### src/design/dmg_pkg.sv
// ----------------------------------------------------------------------------
// dmg_pkg
// Shared types, constants and mode decode for the dropout mask generator.
// ----------------------------------------------------------------------------
package dmg_pkg;

  localparam int WORD_W   = 32;
  localparam int RATE_W   = 5;
  localparam int LEN_W    = 17;
  localparam int COUNT_W  = 6;
  localparam int INDEX_W  = 16;
  localparam int CFG_W    = 17;
  localparam int CFG_IDX_W = 2;
  localparam int OUT_TDATA_W = 56;

  localparam logic [LEN_W-1:0]  MAX_UNITS  = LEN_W'(65536);
  localparam logic [RATE_W-1:0] RATE_FULL  = RATE_W'(16);
  localparam logic [RATE_W-1:0] RATE_HALF  = RATE_W'(8);

  // configuration register indexes
  localparam logic [CFG_IDX_W-1:0] REG_DROP_ENABLE = 2'd0;
  localparam logic [CFG_IDX_W-1:0] REG_RATE        = 2'd1;
  localparam logic [CFG_IDX_W-1:0] REG_LENGTH      = 2'd2;

  typedef enum logic [6:0] {
    MODE_ONES  = 7'b0000001,
    MODE_ZEROS = 7'b0000010,
    MODE_G4    = 7'b0000100,
    MODE_G3NZ  = 7'b0001000,
    MODE_G2    = 7'b0010000,
    MODE_G3GE3 = 7'b0100000,
    MODE_G1    = 7'b1000000
  } mode_t;

  typedef struct packed {
    logic [INDEX_W-1:0] first_index;
    logic [COUNT_W-1:0] unit_count;
    logic [WORD_W-1:0]  mask_bits;
    logic               last_chunk;
  } result_t;

  // rate is already saturated to 0..16
  function automatic mode_t rate_mode(input logic enable, input logic [RATE_W-1:0] rate);
    mode_t m;
    m = MODE_ONES;
    if (enable) begin
      case (rate) inside
        5'd0:             m = MODE_ONES;
        5'd16:            m = MODE_ZEROS;
        5'd1, 5'd15:      m = MODE_G4;
        5'd2, 5'd14:      m = MODE_G3NZ;
        [5'd3:5'd4], [5'd12:5'd13]: m = MODE_G2;
        [5'd5:5'd6], [5'd10:5'd11]: m = MODE_G3GE3;
        default:          m = MODE_G1;
      endcase
    end
    return m;
  endfunction

  function automatic logic [COUNT_W-1:0] mode_units(input mode_t m);
    logic [COUNT_W-1:0] n;
    case (m)
      MODE_G4:    n = COUNT_W'(8);
      MODE_G3NZ:  n = COUNT_W'(10);
      MODE_G2:    n = COUNT_W'(16);
      MODE_G3GE3: n = COUNT_W'(10);
      default:    n = COUNT_W'(32);
    endcase
    return n;
  endfunction

  function automatic logic [WORD_W-1:0] low_ones(input logic [COUNT_W-1:0] n);
    logic [WORD_W:0] one_hot;
    one_hot = (WORD_W+1)'(1) << n;
    return WORD_W'(one_hot - (WORD_W+1)'(1));
  endfunction

endpackage

### src/design/dropout_mask_generator_top.sv
// ----------------------------------------------------------------------------
// dropout_mask_generator_top
// Turns 32-bit random words into chunks of a dropout activity mask.
// ----------------------------------------------------------------------------
// each result is registered, in the output register or, while output stalls, the skid entry
// throughput: one word per cycle while the skid entry is empty; the next word only needs the chunk position
//   left by the previous one, which updates in the accepting cycle
// an output register plus one skid entry let input take one more word while output stalls
// reset empties both entries, clears the chunk position and sets the config registers to defaults
module dropout_mask_generator_top
  import dmg_pkg::*;
(
  input  logic                   clk,
  input  logic                   rst,
  input  logic                   cfg_we,
  input  logic [CFG_IDX_W-1:0]   cfg_index,
  input  logic [CFG_W-1:0]       cfg_data,
  input  logic                   s_axis_tvalid,
  output logic                   s_axis_tready,
  input  logic [WORD_W-1:0]      s_axis_tdata,  // random_word
  output logic                   m_axis_tvalid,
  input  logic                   m_axis_tready,
  output logic [OUT_TDATA_W-1:0] m_axis_tdata,  // mask_bits, unit_count, first_index, zero pad
  output logic                   m_axis_tlast   // last_chunk
);

  logic              drop_enable;
  logic [RATE_W-1:0] rate_sixteenths;
  logic [LEN_W-1:0]  vector_length;
  logic [LEN_W-1:0]  unit_position;
  logic [LEN_W-1:0]  unit_position_next;

  result_t out_reg;
  result_t skid_reg;
  result_t res;
  logic    out_valid;
  logic    skid_valid;
  logic    in_fire;
  logic    out_fire;

  logic [RATE_W-1:0]  rate;
  logic [LEN_W-1:0]   len;
  logic [LEN_W-1:0]   pos;
  logic [LEN_W-1:0]   remaining;
  logic [COUNT_W-1:0] per;
  logic [COUNT_W-1:0] count;
  logic               last;
  logic               invert;
  mode_t              mode;
  logic [WORD_W-1:0]  raw;
  logic [WORD_W-1:0]  word;

  assign word     = s_axis_tdata;
  assign in_fire  = s_axis_tvalid && s_axis_tready;
  assign out_fire = m_axis_tvalid && m_axis_tready;

  assign s_axis_tready = !skid_valid;
  assign m_axis_tvalid = out_valid;
  assign m_axis_tdata  = {2'b00, out_reg.first_index, out_reg.unit_count, out_reg.mask_bits};
  assign m_axis_tlast  = out_reg.last_chunk;

  always_comb begin
    rate = (rate_sixteenths > RATE_FULL) ? RATE_FULL : rate_sixteenths;
    len  = vector_length;
    if (len == '0) len = LEN_W'(1);
    if (len > MAX_UNITS) len = MAX_UNITS;
    // length lowered mid-vector restarts the vector
    pos = (unit_position >= len) ? '0 : unit_position;

    mode   = rate_mode(drop_enable, rate);
    invert = drop_enable && (rate > RATE_HALF) && (rate < RATE_FULL);
    per    = mode_units(mode);

    remaining = len - pos;
    last      = remaining <= LEN_W'(per);
    count     = last ? remaining[COUNT_W-1:0] : per;
    unit_position_next = last ? '0 : pos + LEN_W'(count);

    raw = '0;
    case (mode)
      MODE_ONES:  raw = '1;
      MODE_ZEROS: raw = '0;
      MODE_G4: begin
        for (int k = 0; k < 8; k++) raw[k] = |word[4*k +: 4];
      end
      MODE_G3NZ: begin
        for (int k = 0; k < 10; k++) raw[k] = |word[3*k +: 3];
      end
      MODE_G2: begin
        for (int k = 0; k < 16; k++) raw[k] = |word[2*k +: 2];
      end
      MODE_G3GE3: begin
        for (int k = 0; k < 10; k++) raw[k] = word[3*k +: 3] >= 3'd3;
      end
      MODE_G1:    raw = word;
      default:    raw = '0;
    endcase

    res.mask_bits   = (invert ? ~raw : raw) & low_ones(count);
    res.unit_count  = count;
    res.first_index = pos[INDEX_W-1:0];
    res.last_chunk  = last;
  end

  // control state
  always_ff @(posedge clk) begin
    if (rst) begin
      drop_enable     <= 1'b0;
      rate_sixteenths <= '0;
      vector_length   <= LEN_W'(1);
      unit_position   <= '0;
      out_valid       <= 1'b0;
      skid_valid      <= 1'b0;
    end else begin
      if (cfg_we) begin
        case (cfg_index)
          REG_DROP_ENABLE: drop_enable     <= cfg_data[0];
          REG_RATE:        rate_sixteenths <= cfg_data[RATE_W-1:0];
          REG_LENGTH:      vector_length   <= cfg_data[LEN_W-1:0];
          default: ;
        endcase
      end
      if (in_fire) unit_position <= unit_position_next;
      if (out_fire || !out_valid) begin
        if (skid_valid) begin
          out_valid  <= 1'b1;
          skid_valid <= 1'b0;
        end else begin
          out_valid <= in_fire;
        end
      end else if (in_fire) begin
        skid_valid <= 1'b1;
      end
    end
  end

  // payload
  always_ff @(posedge clk) begin
    if (out_fire || !out_valid) begin
      if (skid_valid) out_reg <= skid_reg;
      else if (in_fire) out_reg <= res;
    end else if (in_fire) begin
      skid_reg <= res;
    end
  end

endmodule

### config.mk
export PLATFORM = sky130hd
export DESIGN_NAME = dropout_mask_generator_top
export DESIGN_NICKNAME = d
export VERILOG_FILES = /design/src/design/dmg_pkg.sv /design/src/design/dropout_mask_generator_top.sv
export SDC_FILE = /design/constraint.sdc
export NUM_CORES = 1
export LEC_CHECK = 0
export ABC_AREA = 1
export BUFFER_PORTS_ARGS = -buffer_cell sky130_fd_sc_hd__clkbuf_2
export CORE_UTILIZATION = 45
export CTS_BUF_LIST = sky130_fd_sc_hd__clkbuf_4
export DETAILED_ROUTE_END_ITERATION = 10
export HOLD_SLACK_MARGIN = 0.08
export MAX_ROUTING_LAYER = met4
export PLACE_DENSITY_LB_ADDON = 0.1
export SKIP_CTS_REPAIR_TIMING = 1
export SLEW_MARGIN = 40
export SYNTH_ARGS = -nofsm -noshare
export SYNTH_HDL_FRONTEND = slang
export SYNTH_SLANG_ARGS = --single-unit
### constraint.sdc
create_clock -name clk -period 6.6 [get_ports clk]
set_clock_uncertainty 0.05 [all_clocks]
set_input_delay 0.66 -clock clk [delete_from_list [all_inputs] [get_ports clk]]
set_output_delay 0.66 -clock clk [all_outputs]
set_load 0.02 [all_outputs]
==> key figures <==
Run status
  – Outcome: finished, violations left
  – Violations in the final reports: setup timing

Clock tree
  – Clock sink total: 152
  – Number of CTS-inserted buffers: 17
  – Clock Pin Slew Worst Setup and Hold Paths: 0.19 ns
  – CTS H-Tree Depth: 4
  – Maximum root-to-sink buffer count: 2
  – Clock root cell: clkbuf_4
  – Source-to-sink clock delay at the later pin of the worst-skew pair: 0.58 ns
  – CTS tree: yes

Hold path
  – Worst hold-check path type: primary input to flop

Logic synthesis
  – Number of library cell types mapped by synthesis: 50
  – Compound-cell area share of the yosys netlist: 11.1%
  – Number of storage elements in the synthesis netlist: 152
  – Number of cells produced by synthesis: about 1,400
  – XOR/XNOR share of the synthesized area: between 3 and 4%
  – Share of flip-flops with an asynchronous set or reset after synthesis: 0%
  – Fraction of the mapped netlist area in simple logic gates: approximately a third
  – Total standard cell area after synthesis: 0.0104 mm2
  – Per-instance average area after synthesis: 7.40 um2
  – Sequential area share after synthesis: 39.9%
  – Most frequently used flop master after synthesis: edfxtp_1
  – Number of warnings reported in the yosys synthesis log: 0
  – Post-synthesis mux area share: 0%
  – Main combinational cell family by area after synthesis: simple AND/OR/NAND/NOR gates
  – Number of enable-type register cells in the synthesized netlist: 110
  – Adder and majority cell fraction of the synthesized area: 5.68%

Cells and area
  – Fin nets: 1,814
  – Most common cell after layout, fill and taps aside: nand2_1
  – Number of fill cells: 2,046
  – Final core area utilization: 62.7%
  – Max FFs per register: 55
  – Leading cell types in the layout, fill and taps excluded: nand2_1 (310), buf_4 (197), inv_1 (165), nor2_1 (135), clkbuf_2 (112)
  – Post-layout instance count excluding filler cells: around 2,000
  – Share of final-layout standard cells stronger than drive strength 1: approximately a third
  – Synth-to-Final Area Change: 36.6%

GRT
  – Final global-route overflow total: 0
  – Vias in the first global route: a little over 9,000
  – Met3 layer usage reported by global route: 4.34%
  – Grt peak-use layer: met1
  – Met1 demand-to-capacity share in global routing: 41.9%
  – Antenna violations before repair: 1
  – Pin count of the biggest net entering global routing: 89
  – Overall fraction of global-route tracks in use: 27.3%
  – First-pass GRT wire length: around 49,000 um
  – Met2 usage: 37.5%

Critical path
  – Top cell by count, worst path: nand2_1
  – CP max stage cell: fa_2
  – Critical Path Max Stage Delay: 0.41 ns
  – CP Data Required Time: around 7 ns
  – Critical path endpoint category: flop
  – Critical path data arrival time: between 7 and 8 ns
  – Critical path buffers and inverters: 6
  – Kind of critical path: flop to flop
  – Peak fanout along the critical path: 5
  – Type of origin of the critical path: flop
  – Kind of cell adding the most delay to the critical path: simple AND/OR/NAND/NOR gates

Placed design
  – Cell total after placement: 1,945
  – Worst Setup Slack post-DPL: -0.670 ns
  – Post-detailed-placement half-perimeter wirelength: 24,600 um
  – PortBufs: 112
  – Placer congestion estimate: 0.999

Die
  – Site row count: 55
  – Initial core utilization: 45.9%
  – Total die area: 0.0237 mm2
  – Total core area: 0.0226 mm2
  – Boundary pin count: 115
  – Die X-Extent: 154 um
  – Die height: 154 um

Timing
  – Final Max Slew Viols: 0
  – Maximum clock frequency: 145 MHz
  – Least setup slack across all paths after layout: -0.314 ns
  – Post-route minimum period: 6.91 ns
  – Final-report hold violation count: 0
  – Minimum hold slack: between 0.2 and 0.25 ns
  – Final Setup Violations: 5
  – Worst Tran Pin Value: ~0.83 ns
  – Post-route clock period utilization: 105%
  – Unrepaired setup endpoints after global routing: true
  – Worst max-slew margin expressed relative to the limit: 44.7%

Routing
  – DRC violation count after routing: 0
  – First-pass iteration count of the detailed router: 5
  – Remaining number of nets flagged by the antenna check after routing: 0
  – Avg Vias per Cell: 5.24
  – Drt total wl: 32,000 um
  – Vias: 10,528
  – DR WL/cell: 15.9 um
  – 1st-iter DRT viols: a little over 700

Power
  – Largest voltage drop on the vdd net: 0.0995 mV
  – Cell Pwr Density: 178 mW/mm2
  – Total power after layout: 0.00252 W
  – Leak pwr: 6.72 nW

Flow run
  – Max cap viols: 0
## synthesized netlist by cell type (2+ instances only)
cell	n	area, um2
nand3b_1	4	30.0
ha_1	44	551
a21oi_1	63	315
nor2_4	5	56.3
xor2_1	36	315
nand2_4	3	33.8
fa_1	2	40.0
and3_1	8	50.1
nand3_1	83	415
nor4_1	10	62.6
nand2_2	13	81.3
nor2_1	168	631
o21bai_1	2	15.0
edfxtp_1	110	3300
a21o_1	5	37.5
nand2_1	355	1330
nor3_1	17	85.1
o21ai_0	87	435
nor2_2	7	43.8
buf_4	3	22.5
clkinv_1	3	11.3
buf_2	2	10.0
o211ai_1	7	52.6
o2111ai_1	4	35.0
o21ai_1	8	40.0
inv_2	7	26.3
inv_1	179	672
o22ai_1	3	18.8
a31oi_1	10	62.6
clkbuf_1	29	109
buf_6	4	45.0
nand3_2	9	90.1
o221ai_1	3	26.3
nand4_1	42	263
a221oi_1	2	17.5
a21oi_2	3	26.3
a211oi_1	5	37.5
or2_2	5	31.3
xnor2_1	3	26.3
dfxtp_1	42	841
## metrics by stage
step                area (um2)  setup TNS (ns)
floorplan                10500               0
global placement         12600           -3.34
detailed placement       12600          -11.59
CTS                      12900          -14.01
global route             14200          -14.99
finish                   14200          -0.592
## final cells by class
cell class              count  area [um2]  share of cell area (%)
inverters                 189         714                    5.03
diodes                      1        2.50                  0.0176
well taps                 285         357                    2.51
clock inverters            14         161                    1.14
multi-input cells        1027        6410                    45.2
repair buffers            325        2260                    15.9
flip-flops and latches    152        4150                    29.2
clock buffers              18         135                   0.952
## cell families after synthesis
group	Yosys count
compound gates	206
xor+xnor	39
fa+ha+maj	46
buf+inv	227
flops	152
other cells	1
simple gates	734
## path summary, 6_finish.rpt
kind	start	end	slack (ns)	depth (start not counted)
worst max-delay path	vector_length[7]	unit_position[16]	-0.31	54
worst min-delay path	cfg_data[13]	vector_length[13]	0.23	3
worst max register to register	vector_length[7]	unit_position[16]	-0.31	54
worst min register to register	unit_position[0]	unit_position[0]	0.45	2
## metal layers
layer | vias to the layer above | share of wire [%]
li1 | 5291 | -
met1 | 4840 | 49
met2 | 378 | 42
met3 | 19 | 8.1
met4 | 0 | 0.74
met5 | - | 0
## power breakdown
group	switching, W	internal (W)
sequential	0.0000235	0.00107
combinational	0.000478	0.000331
clock	0.000404	0.000208
total	0.000906	0.00161
## tightest hold or removal path, cell delays in order
cell and delay [ns]:
clkbuf_2 0.08, nor2_1 0.04, nor2_1 0.08
No activity file was read; power rests on OpenSTA's default activity.
